`src/sv/ucw_pkg.sv`:
```
// ----------------------------------------------------------------------------
// ucw_pkg
// Shared words, stage records and constant tables of the character width core
// ----------------------------------------------------------------------------
`default_nettype none

package ucw_pkg;

  typedef struct packed {
    logic [7:0] byte0;
    logic [7:0] byte1;
    logic [7:0] byte2;
    logic [7:0] byte3;
  } in_word_t;

  typedef struct packed {
    logic signed [2:0] width;
    logic [2:0]        byte_length;
    logic [20:0]       code_point;
    logic              bad_lead;
  } out_word_t;

  localparam int ZW_COUNT     = 100;
  localparam int ZW_GROUPS    = 10;
  localparam int ZW_PER_GROUP = ZW_COUNT / ZW_GROUPS;

  // decode stage result
  typedef struct packed {
    logic [20:0] code_point;
    logic [2:0]  byte_length;
    logic        bad_lead;
  } dec_t;

  // classify stage result
  typedef struct packed {
    dec_t                 dec;
    logic [ZW_GROUPS-1:0] zw_grp;
    logic                 is_nul;
    logic                 is_ctrl;
    logic                 is_wide;
  } cls_t;

  localparam logic [2:0] LEN_1 = 3'd1;
  localparam logic [2:0] LEN_2 = 3'd2;
  localparam logic [2:0] LEN_3 = 3'd3;
  localparam logic [2:0] LEN_4 = 3'd4;

  localparam logic signed [2:0] W_CTRL = -3'sd1;
  localparam logic signed [2:0] W_ZERO = 3'sd0;
  localparam logic signed [2:0] W_ONE  = 3'sd1;
  localparam logic signed [2:0] W_TWO  = 3'sd2;

  localparam logic [20:0] CP_MAX      = 21'h10ffff;
  localparam logic [20:0] CP_C0_END   = 21'h00001f;
  localparam logic [20:0] CP_DEL      = 21'h00007f;
  localparam logic [20:0] CP_C1_END   = 21'h00009f;
  localparam logic [20:0] CP_WIDE_MIN = 21'h001100;
  localparam logic [20:0] CP_WIDE_HI  = 21'h00115f;
  localparam logic [20:0] CP_CJK_LO   = 21'h002e80;
  localparam logic [20:0] CP_CJK_HI   = 21'h00a4cf;
  localparam logic [20:0] CP_CJK_MASK = ~21'h000011;
  localparam logic [20:0] CP_CJK_PUNC = 21'h00300a;
  localparam logic [20:0] CP_CJK_HALF = 21'h00303f;
  localparam logic [20:0] CP_HANG_LO  = 21'h00ac00;
  localparam logic [20:0] CP_HANG_HI  = 21'h00d7a3;
  localparam logic [20:0] CP_CMP_LO   = 21'h00f900;
  localparam logic [20:0] CP_CMP_HI   = 21'h00faff;
  localparam logic [20:0] CP_VERT_LO  = 21'h00fe30;
  localparam logic [20:0] CP_VERT_HI  = 21'h00fe6f;
  localparam logic [20:0] CP_FULL_LO  = 21'h00ff00;
  localparam logic [20:0] CP_FULL_HI  = 21'h00ff5f;
  localparam logic [20:0] CP_SIGN_LO  = 21'h00ffe0;
  localparam logic [20:0] CP_SIGN_HI  = 21'h00ffe6;
  localparam logic [20:0] CP_SIP_LO   = 21'h020000;
  localparam logic [20:0] CP_SIP_HI   = 21'h02ffff;

  // zero-width intervals, lower bounds
  localparam logic [15:0] ZW_LO [ZW_COUNT] = '{
    16'h0300, 16'h0360, 16'h0483, 16'h0488, 16'h0591, 16'h05A3, 16'h05BB, 16'h05BF,
    16'h05C1, 16'h05C4, 16'h064B, 16'h0670, 16'h06D6, 16'h06E7, 16'h06EA, 16'h070F,
    16'h0711, 16'h0730, 16'h07A6, 16'h0901, 16'h093C, 16'h0941, 16'h094D, 16'h0951,
    16'h0962, 16'h0981, 16'h09BC, 16'h09C1, 16'h09CD, 16'h09E2, 16'h0A02, 16'h0A3C,
    16'h0A41, 16'h0A47, 16'h0A4B, 16'h0A70, 16'h0A81, 16'h0ABC, 16'h0AC1, 16'h0AC7,
    16'h0ACD, 16'h0B01, 16'h0B3C, 16'h0B3F, 16'h0B41, 16'h0B4D, 16'h0B56, 16'h0B82,
    16'h0BC0, 16'h0BCD, 16'h0C3E, 16'h0C46, 16'h0C4A, 16'h0C55, 16'h0CBF, 16'h0CC6,
    16'h0CCC, 16'h0D41, 16'h0D4D, 16'h0DCA, 16'h0DD2, 16'h0DD6, 16'h0E31, 16'h0E34,
    16'h0E47, 16'h0EB1, 16'h0EB4, 16'h0EBB, 16'h0EC8, 16'h0F18, 16'h0F35, 16'h0F37,
    16'h0F39, 16'h0F71, 16'h0F80, 16'h0F86, 16'h0F90, 16'h0F99, 16'h0FC6, 16'h102D,
    16'h1032, 16'h1036, 16'h1039, 16'h1058, 16'h1160, 16'h17B7, 16'h17C6, 16'h17C9,
    16'h180B, 16'h18A9, 16'h200B, 16'h202A, 16'h206A, 16'h20D0, 16'h302A, 16'h3099,
    16'hFB1E, 16'hFE20, 16'hFEFF, 16'hFFF9
  };

  // zero-width intervals, upper bounds
  localparam logic [15:0] ZW_HI [ZW_COUNT] = '{
    16'h034E, 16'h0362, 16'h0486, 16'h0489, 16'h05A1, 16'h05B9, 16'h05BD, 16'h05BF,
    16'h05C2, 16'h05C4, 16'h0655, 16'h0670, 16'h06E4, 16'h06E8, 16'h06ED, 16'h070F,
    16'h0711, 16'h074A, 16'h07B0, 16'h0902, 16'h093C, 16'h0948, 16'h094D, 16'h0954,
    16'h0963, 16'h0981, 16'h09BC, 16'h09C4, 16'h09CD, 16'h09E3, 16'h0A02, 16'h0A3C,
    16'h0A42, 16'h0A48, 16'h0A4D, 16'h0A71, 16'h0A82, 16'h0ABC, 16'h0AC5, 16'h0AC8,
    16'h0ACD, 16'h0B01, 16'h0B3C, 16'h0B3F, 16'h0B43, 16'h0B4D, 16'h0B56, 16'h0B82,
    16'h0BC0, 16'h0BCD, 16'h0C40, 16'h0C48, 16'h0C4D, 16'h0C56, 16'h0CBF, 16'h0CC6,
    16'h0CCD, 16'h0D43, 16'h0D4D, 16'h0DCA, 16'h0DD4, 16'h0DD6, 16'h0E31, 16'h0E3A,
    16'h0E4E, 16'h0EB1, 16'h0EB9, 16'h0EBC, 16'h0ECD, 16'h0F19, 16'h0F35, 16'h0F37,
    16'h0F39, 16'h0F7E, 16'h0F84, 16'h0F87, 16'h0F97, 16'h0FBC, 16'h0FC6, 16'h1030,
    16'h1032, 16'h1037, 16'h1039, 16'h1059, 16'h11FF, 16'h17BD, 16'h17C6, 16'h17D3,
    16'h180E, 16'h18A9, 16'h200F, 16'h202E, 16'h206F, 16'h20E3, 16'h302F, 16'h309A,
    16'hFB1E, 16'hFE23, 16'hFEFF, 16'hFFFB
  };

endpackage

`default_nettype wire

```
`src/sv/utf8_char_display_width_core.sv`:
```
// ----------------------------------------------------------------------------
// utf8_char_display_width_core
// Terminal column width of one UTF-8 character per word
// ----------------------------------------------------------------------------
// Input channel in_valid/in_ready/in_data carries the four bytes of one
// character, lead byte in byte0. Output channel out_valid/out_ready/out_data
// returns width, byte length, decoded code point and the bad lead flag, one
// result word per input word, in order.
// Pipeline: three register stages (decode, table compare, width resolve), the
// first loaded at the input accept edge; out_valid is high once the word sits in
// the third. Throughput: one word per cycle while the output is not stalled.
// All three stages advance together on one enable; the last stage is the
// output register, so in_ready is low only while a result sits in it and
// out_ready is low. A stalled receiver freezes the whole pipeline with
// nothing dropped or repeated.
// Reset (rst_n low, synchronous) clears the stage valid bits; the stage data
// registers are not reset.
// ----------------------------------------------------------------------------
`default_nettype none

module utf8_char_display_width_core (
  input  wire logic               clk,
  input  wire logic               rst_n,
  input  wire logic               in_valid,
  output      logic               in_ready,
  input  wire ucw_pkg::in_word_t  in_data,
  output      logic               out_valid,
  input  wire logic               out_ready,
  output      ucw_pkg::out_word_t out_data
);

  logic          advance;
  logic          v1_r, v2_r, v3_r;
  logic          v1_nxt, v2_nxt, v3_nxt;
  ucw_pkg::dec_t dec;
  ucw_pkg::cls_t cls;

  assign advance   = !v3_r || out_ready;
  assign in_ready  = advance;
  assign out_valid = v3_r;

  assign v1_nxt = advance ? in_valid : v1_r;
  assign v2_nxt = advance ? v1_r     : v2_r;
  assign v3_nxt = advance ? v2_r     : v3_r;

  always_ff @(posedge clk) begin
    if (!rst_n) begin
      v1_r <= 1'b0;
      v2_r <= 1'b0;
      v3_r <= 1'b0;
    end else begin
      v1_r <= v1_nxt;
      v2_r <= v2_nxt;
      v3_r <= v3_nxt;
    end
  end

  ucw_decode u_decode (
    .clk     (clk),
    .en      (advance),
    .in_data (in_data),
    .dec_r   (dec)
  );

  ucw_classify u_classify (
    .clk   (clk),
    .en    (advance),
    .dec   (dec),
    .cls_r (cls)
  );

  ucw_resolve u_resolve (
    .clk   (clk),
    .en    (advance),
    .cls   (cls),
    .out_r (out_data)
  );

`ifndef SYNTHESIS
  // a bad lead always resolves to a control width with empty code point
  a_bad_lead: assert property (@(posedge clk) disable iff (!rst_n)
    out_valid && out_data.bad_lead |->
      out_data.width == ucw_pkg::W_CTRL && out_data.code_point == 21'd0 &&
      out_data.byte_length == ucw_pkg::LEN_1)
    else $error("bad lead word with wrong fields");

  // double width only from the start of the first wide range up to the code space maximum
  a_wide_range: assert property (@(posedge clk) disable iff (!rst_n)
    out_valid && out_data.width == ucw_pkg::W_TWO |->
      out_data.code_point >= ucw_pkg::CP_WIDE_MIN && out_data.code_point <= ucw_pkg::CP_MAX)
    else $error("wide result outside wide code space");

  // stall keeps the words in flight
  a_stall_hold: assert property (@(posedge clk) disable iff (!rst_n)
    !advance |=> v1_r == $past(v1_r) && v2_r == $past(v2_r) && v3_r)
    else $error("pipeline lost a word under stall");

  // a word in stage two reaches the output stage on the next advance
  a_shift: assert property (@(posedge clk) disable iff (!rst_n)
    advance && v2_r |=> v3_r)
    else $error("word dropped between stages");
`endif

endmodule

`default_nettype wire

```
`src/sv/ucw_decode.sv`:
```
// ----------------------------------------------------------------------------
// ucw_decode
// Stage 1: lead byte pattern match and code point assembly
// ----------------------------------------------------------------------------
`default_nettype none

module ucw_decode (
  input  wire logic            clk,
  input  wire logic            en,
  input  wire ucw_pkg::in_word_t in_data,
  output ucw_pkg::dec_t        dec_r
);

  ucw_pkg::dec_t dec_nxt;
  logic [7:0]    b0;
  logic [5:0]    b1;
  logic [5:0]    b2;
  logic [5:0]    b3;

  assign b0 = in_data.byte0;
  assign b1 = in_data.byte1[5:0];
  assign b2 = in_data.byte2[5:0];
  assign b3 = in_data.byte3[5:0];

  always_comb begin
    dec_nxt = '0;
    priority if (b0[7] == 1'b0) begin
      dec_nxt.code_point  = {13'd0, b0};
      dec_nxt.byte_length = ucw_pkg::LEN_1;
    end else if (b0[7:5] == 3'b110) begin
      dec_nxt.code_point  = {10'd0, b0[4:0], b1};
      dec_nxt.byte_length = ucw_pkg::LEN_2;
    end else if (b0[7:4] == 4'b1110) begin
      dec_nxt.code_point  = {5'd0, b0[3:0], b1, b2};
      dec_nxt.byte_length = ucw_pkg::LEN_3;
    end else if (b0[7:3] == 5'b11110) begin
      dec_nxt.code_point  = {b0[2:0], b1, b2, b3};
      dec_nxt.byte_length = ucw_pkg::LEN_4;
    end else begin
      // continuation byte or 0xf8 and up as lead
      dec_nxt.byte_length = ucw_pkg::LEN_1;
      dec_nxt.bad_lead    = 1'b1;
    end
  end

  always_ff @(posedge clk) begin
    if (en) begin
      dec_r <= dec_nxt;
    end
  end

endmodule

`default_nettype wire

```
`src/sv/ucw_classify.sv`:
```
// ----------------------------------------------------------------------------
// ucw_classify
// Stage 2: interval compares against the zero-width table, range flags
// ----------------------------------------------------------------------------
`default_nettype none

module ucw_classify (
  input  wire logic          clk,
  input  wire logic          en,
  input  wire ucw_pkg::dec_t dec,
  output ucw_pkg::cls_t      cls_r
);

  ucw_pkg::cls_t               cls_nxt;
  logic [ucw_pkg::ZW_COUNT-1:0] hit;
  logic [20:0]                 cp;
  logic                        bmp;

  assign cp  = dec.code_point;
  assign bmp = (cp[20:16] == 5'd0);

  always_comb begin
    for (int k = 0; k < ucw_pkg::ZW_COUNT; k++) begin
      hit[k] = bmp && (cp[15:0] >= ucw_pkg::ZW_LO[k]) && (cp[15:0] <= ucw_pkg::ZW_HI[k]);
    end
  end

  always_comb begin
    cls_nxt     = '0;
    cls_nxt.dec = dec;
    // first level of the or tree, finished in the next stage
    for (int g = 0; g < ucw_pkg::ZW_GROUPS; g++) begin
      cls_nxt.zw_grp[g] = |hit[g*ucw_pkg::ZW_PER_GROUP +: ucw_pkg::ZW_PER_GROUP];
    end
    cls_nxt.is_nul  = (cp == 21'd0);
    cls_nxt.is_ctrl = (cp <= ucw_pkg::CP_C0_END) ||
                      (cp >= ucw_pkg::CP_DEL && cp <= ucw_pkg::CP_C1_END) ||
                      (cp > ucw_pkg::CP_MAX);
    cls_nxt.is_wide = (cp >= ucw_pkg::CP_WIDE_MIN) &&
                      ((cp <= ucw_pkg::CP_WIDE_HI) ||
                       (cp >= ucw_pkg::CP_CJK_LO && cp <= ucw_pkg::CP_CJK_HI &&
                        (cp & ucw_pkg::CP_CJK_MASK) != ucw_pkg::CP_CJK_PUNC &&
                        cp != ucw_pkg::CP_CJK_HALF) ||
                       (cp >= ucw_pkg::CP_HANG_LO && cp <= ucw_pkg::CP_HANG_HI) ||
                       (cp >= ucw_pkg::CP_CMP_LO  && cp <= ucw_pkg::CP_CMP_HI)  ||
                       (cp >= ucw_pkg::CP_VERT_LO && cp <= ucw_pkg::CP_VERT_HI) ||
                       (cp >= ucw_pkg::CP_FULL_LO && cp <= ucw_pkg::CP_FULL_HI) ||
                       (cp >= ucw_pkg::CP_SIGN_LO && cp <= ucw_pkg::CP_SIGN_HI) ||
                       (cp >= ucw_pkg::CP_SIP_LO  && cp <= ucw_pkg::CP_SIP_HI));
  end

  always_ff @(posedge clk) begin
    if (en) begin
      cls_r <= cls_nxt;
    end
  end

endmodule

`default_nettype wire

```
`src/sv/ucw_resolve.sv`:
```
// ----------------------------------------------------------------------------
// ucw_resolve
// Stage 3: width priority resolution into the output register
// ----------------------------------------------------------------------------
`default_nettype none

module ucw_resolve (
  input  wire logic          clk,
  input  wire logic          en,
  input  wire ucw_pkg::cls_t cls,
  output ucw_pkg::out_word_t out_r
);

  ucw_pkg::out_word_t out_nxt;
  logic               zw;

  assign zw = |cls.zw_grp;

  always_comb begin
    out_nxt.byte_length = cls.dec.byte_length;
    out_nxt.code_point  = cls.dec.code_point;
    out_nxt.bad_lead    = cls.dec.bad_lead;
    // order matters: a bad lead decodes to zero but is not a nul
    priority if (cls.dec.bad_lead) begin
      out_nxt.width = ucw_pkg::W_CTRL;
    end else if (cls.is_nul) begin
      out_nxt.width = ucw_pkg::W_ZERO;
    end else if (cls.is_ctrl) begin
      out_nxt.width = ucw_pkg::W_CTRL;
    end else if (zw) begin
      out_nxt.width = ucw_pkg::W_ZERO;
    end else if (cls.is_wide) begin
      out_nxt.width = ucw_pkg::W_TWO;
    end else begin
      out_nxt.width = ucw_pkg::W_ONE;
    end
  end

  always_ff @(posedge clk) begin
    if (en) begin
      out_r <= out_nxt;
    end
  end

endmodule

`default_nettype wire
```
`config.mk`:
```
export PLATFORM = sky130hd
export DESIGN_NAME = utf8_char_display_width_core
export DESIGN_NICKNAME = d
export VERILOG_FILES = /design/src/sv/ucw_pkg.sv /design/src/sv/utf8_char_display_width_core.sv /design/src/sv/ucw_decode.sv /design/src/sv/ucw_classify.sv /design/src/sv/ucw_resolve.sv
export SDC_FILE = /design/constraint.sdc
export NUM_CORES = 1
export LEC_CHECK = 0
export ABC_AREA = 1
export BUFFER_PORTS_ARGS = -buffer_cell sky130_fd_sc_hd__buf_4
export CAP_MARGIN = 20
export CORE_UTILIZATION = 34
export DETAILED_ROUTE_END_ITERATION = 6
export GPL_ROUTABILITY_DRIVEN = 0
export PLACE_DENSITY = 0.55
export REMOVE_ABC_BUFFERS = 1
export SLEW_MARGIN = 20
export SYNTH_ARGS = -nofsm -noshare
export SYNTH_HDL_FRONTEND = slang
export SYNTH_SLANG_ARGS = --single-unit
```
`constraint.sdc`:
```
create_clock -name clk -period 3.34 [get_ports clk]
set_input_delay 0.167 -clock clk [delete_from_list [all_inputs] [get_ports clk]]
set_output_delay 0.167 -clock clk [all_outputs]
set_load 0.02 [all_outputs]
```
# Word-level counts from Yosys, hierarchy flattened
# Cells that the tools add are included.
# word_totals
regBits,94
word_cells,496
inputBits,36
# op_classes
n_mux,10
eq_ne,5
order_cmp,220
n_reduce_logical,238
n_bitwise,2
# ops
op,n
16-bit by 12-bit >= comparator with 1-bit output (second input constant),60
16-bit by 12-bit <= comparator with 1-bit output (second input constant),60
16-bit by 11-bit >= comparator with 1-bit output (second input constant),17
16-bit by 11-bit <= comparator with 1-bit output (second input constant),17
1-bit logical AND,211
16-bit by 13-bit >= comparator with 1-bit output (second input constant),11
16-bit by 13-bit <= comparator with 1-bit output (second input constant),11
21-bit by 16-bit <= comparator with 1-bit output (second input constant),6
10-bit OR reduction,11
21-bit by 16-bit >= comparator with 1-bit output (second input constant),5
16-bit by 14-bit >= comparator with 1-bit output (second input constant),6
16-bit by 14-bit <= comparator with 1-bit output (second input constant),6
16-bit >= comparator (second input constant),4
16-bit <= comparator (second input constant),4
16-bit by 10-bit >= comparator with 1-bit output (second input constant),2
16-bit by 10-bit <= comparator with 1-bit output (second input constant),2
21-bit by 13-bit >= comparator with 1-bit output (second input constant),1
21-bit by 14-bit >= comparator with 1-bit output (second input constant),1
21-bit by 18-bit >= comparator with 1-bit output (second input constant),1
21-bit by 7-bit >= comparator with 1-bit output (second input constant),1
21-bit greater-than comparator (second input constant),1
21-bit by 13-bit <= comparator with 1-bit output (second input constant),1
21-bit by 18-bit <= comparator with 1-bit output (second input constant),1
21-bit by 5-bit <= comparator with 1-bit output (second input constant),1
other kinds (21),34

# Depth between registers and ports, before layout
# logic_depth
depth_word,12
mapped_depth,15
mapped_depth_nobuf,14

# By module
# Synthesis repeated with hierarchy kept, for this count alone.
# hier_totals
hier_cells,1108
area_unflattened_um2,7529.7
# by_module_without_submodules
mod,area_per_inst_um2,seq_area_each_um2,instances,cells_each
ucw_classify,5157.4,1141.1,1,908
ucw_decode,1327.5,750.7,1,136
ucw_resolve,919.6,840.8,1,46
utf8_char_display_width_core,125.1,60.1,1,18

# Worst setup path after synthesis
# Ideal clock, no wire load.
# synth_path
path_type,reg-to-reg
from,"register v3_r, in the netlist out_valid"
to,register u_classify.cls_r[0] in the netlist's numbering (enable)
n_path_buf,0
setup_slack_ns,0.495
setup_ns,0.452
arrival_time_ns,2.393
path_stages_with_launch,4
required_time_ns,2.888
path_cell_list,dfxtp_1 > inv_1 > nor2_1 > inv_1
# synth_via
elab_chain_len,2
# synth_rtl
element,line_no,source
start: declaration,utf8_char_display_width_core.sv:33,"logic v1_r, v2_r, v3_r;"
start signal: assignment,utf8_char_display_width_core.sv:54,v3_r <= v3_nxt;
1-bit logical NOT,utf8_char_display_width_core.sv:38,assign advance = !v3_r || out_ready;
1-bit logical OR,utf8_char_display_width_core.sv:38,
net in_ready,utf8_char_display_width_core.sv:25,"output logic in_ready,"
end signal: assignment,ucw_classify.sv:54,cls_r <= cls_nxt;
end: declaration,ucw_classify.sv:11,output ucw_pkg::cls_t cls_r
# The timed path passes the listed nets, and every way through them passes these cells.
# A chain may end at the register's enable or synchronous reset.

==> metrics.txt <==
status complete, but fails checks; failing checks DRC; routed len/inst 21.2 um; GRT Max-Usage Layer met2; wirelength, routed 31.0 mm; post-cts sizing count 0; CP delay by family, top simple AND/OR/NAND/NOR gates; slowest CP cell nor2_1; Ports 66; number of remaining DRC errors 16; Main synth FF type edfxtp_1; crit path DAT 3.06 ns; Post-synth EDFFs 91; Max-cap violations 0; total track usage 28.1%; share of layout cells above drive strength 1 roughly 13%; sequential area share after synthesis 37.8%; clk root buf clkbuf_16; Post-Syn Area per Cell around 6.7 um^2; final slew viol count 0; clk_skew approximately 0.016 ns; worst hold path class primary input to flop; TritonCTS clock tree built; dominant cell type by area after synthesis edfxtp_1; clock-pin slew on the worst setup and hold paths 0.08 ns; FP Rows 53; CP max stage delay just under 0.7 ns; total chip power 3.76 mW; setup TNS 0 ns; worst reg2reg startpoint u_decode.dec_r[7]; critical-path maximum fanout 11; largest net degree at the start of global routing 56; drt initial violations 1,388; fmax 342 MHz; initial antenna violation count 1; Post-synth top cells 345 x nand2_1, 154 x nor2_1, 113 x inv_1; Num CTS Buffers 9; area grow syn2layout 15.8%; crit-path cells inv_1 -> nand2_1 -> nor2_1 -> nand2_1 -> o21ai_1 -> nand3_1 -> nand2_1 -> nor2_1 -> a21oi_1; Final nets between 1,000 and 1,500; CTS sink count 94; top-count cell post-synth nand2_1; hold_buf cts 0; peak supply drop 0.000267 V; Synth top area share 37.0%; Netlist cell types 44; hold_sp rst_n; Via density 5.96; Crit. Startpoint u_decode.dec_r[7]; DR pass1 iterations 7; Crit path required time 3.47 ns; DP Area 8250 um^2; CP endpoint kind flop; worst rel slew slack 44.3%; first-pass GRT wire length 45.9 mm; Placeable Area 21,200 um^2; critical path type flop to flop; Overflow after GRT 0; H-tree depth 3; Mapped Area approximately 7400 um^2; Cells after Synth approximately 1,100; Die Area around 22,000 um^2; Layout Cell Area excl Fill between 8000 and 9000 um^2; I/O Buffers 59; Fillers 2,247; power per cell area around 440 nW/um^2; ANT nets after route 0; Antenna Cells 0; #FFs+latches synth 94; final worst path period need about 2.9 ns; hpwl dp ~24 mm; Synth async-reset ratio 0%; leak pwr 4.00 nW; Finished Core Util 40.4%; synth warn 0; Starting Density 34.9%; Vias between 8,000 and 9,000; GR Util met1 36.4%; Final Cycle Share approximately 88%; ranking of synthesized cells by area edfxtp_1 37%, nand2_1 18%, nor2_1 7.8%; count of final setup violators 0; DIE HEIGHT 149 um; element type at the critical path start flop; Least-Margin Pin Slew about 0.83 ns; number of global-route vias before repair roughly 7,900; CP Buf/Inv Count 1; Die Wd 149 um; met3 usage 8.47%; met2 usage 40.4%; Clk Latency, worst-skew pair 0.36 ns; CP dominant cell by count nand2_1; Hold Fails Final Rpt 0; setup repair after global routing missed its margin false; Post-CTS Repair Setup Buffers 0; clock buffer depth 2
-- per-layer routing --
layer | wire [um] | vias up
met5 | 14 | -
met4 | 2190 | 2
met3 | 4470 | 191
met2 | 12600 | 733
met1 | 11800 | 3918
li1 | - | 3861
-- worst paths after layout --
path	to	slack, ns	cells past startpoint
worst max register to register	u_classify.cls_r[8]	0.41	9
worst min register to register	u_resolve.out_r[20]	0.41	0
worst min-delay path	out_valid	0.03	2
worst max-delay path	u_classify.cls_r[8]	0.41	9
-- stage by stage --
step | instances | setup slack, ns | hold slack [ns]
floorplan | 1077 | 0.495 | 0.285
global placement | 1445 | 0.705 | 0.387
detailed placement | 1445 | 0.722 | 0.394
CTS | 1461 | 0.711 | 0.0163
global route | 1461 | 0.532 | 0.0298
finish | 1461 | 0.412 | 0.0326
-- worst reg2reg max path: cells and delay by family, from the launching register on --
kind            cells  cell delay, ns
simple gates        6            1.29
flops               1            0.65
buf+inv             1            0.31
compound gates      2            0.45
-- power by group --
group	internal, mW	switching, mW	leakage (nW)
sequential	1.45	0.0953	1.07
clock	0.530	0.508	0.148
combinational	0.343	0.838	2.79
total	2.32	1.44	4.00
-- cell usage in the layout, fill, tap and decap left out, drive strengths merged --
cell type,netlist,final
a21boi,4,4
nand4,28,28
dfxtp,3,3
nand2,353,353
o2111ai,1,1
o311ai,1,1
a221oi,6,6
nor3,21,21
o21ai,80,80
edfxtp,91,91
a22o,1,1
a31oi,6,6
o21a,2,2
clkinv,2,7
o221ai,4,4
or2,2,2
o22ai,5,5
nor4,4,4
nor2,182,182
inv,123,125
buf,22,93
o31ai,2,2
a21o,1,1
a211oi,1,1
nand3b,6,6
o211ai,9,9
o21bai,1,1
clkbuf,7,9
a21oi,41,41
nand3,97,97
-- sequential cells by signal, indices dropped and copies added (netlist names) --
register	count
u_resolve.out_r	28
u_decode.dec_r	25
v2_r	1
v1_r	1
u_classify.cls_r	38
out_valid	1
-- area by class of cell --
cell class	count	area, um^2	area share (%)
clock buffer	9	225	2.63
inverter	125	472	5.52
timing repair buffer	93	698	8.17
clock inverter	7	78.8	0.922
multi-input combinational	858	3940	46.1
tap	275	344	4.02
sequential	94	2790	32.7
-- kinds of logic after synthesis --
| logic type | count (synthesis) | synth area share (%) |
|---|---|---|
| flops | 94 | 37.8 |
| buf+inv | 154 | 8.83 |
| compound gates | 165 | 12.8 |
| simple gates | 693 | 40.6 |
(Power assumes the default switching activity.)
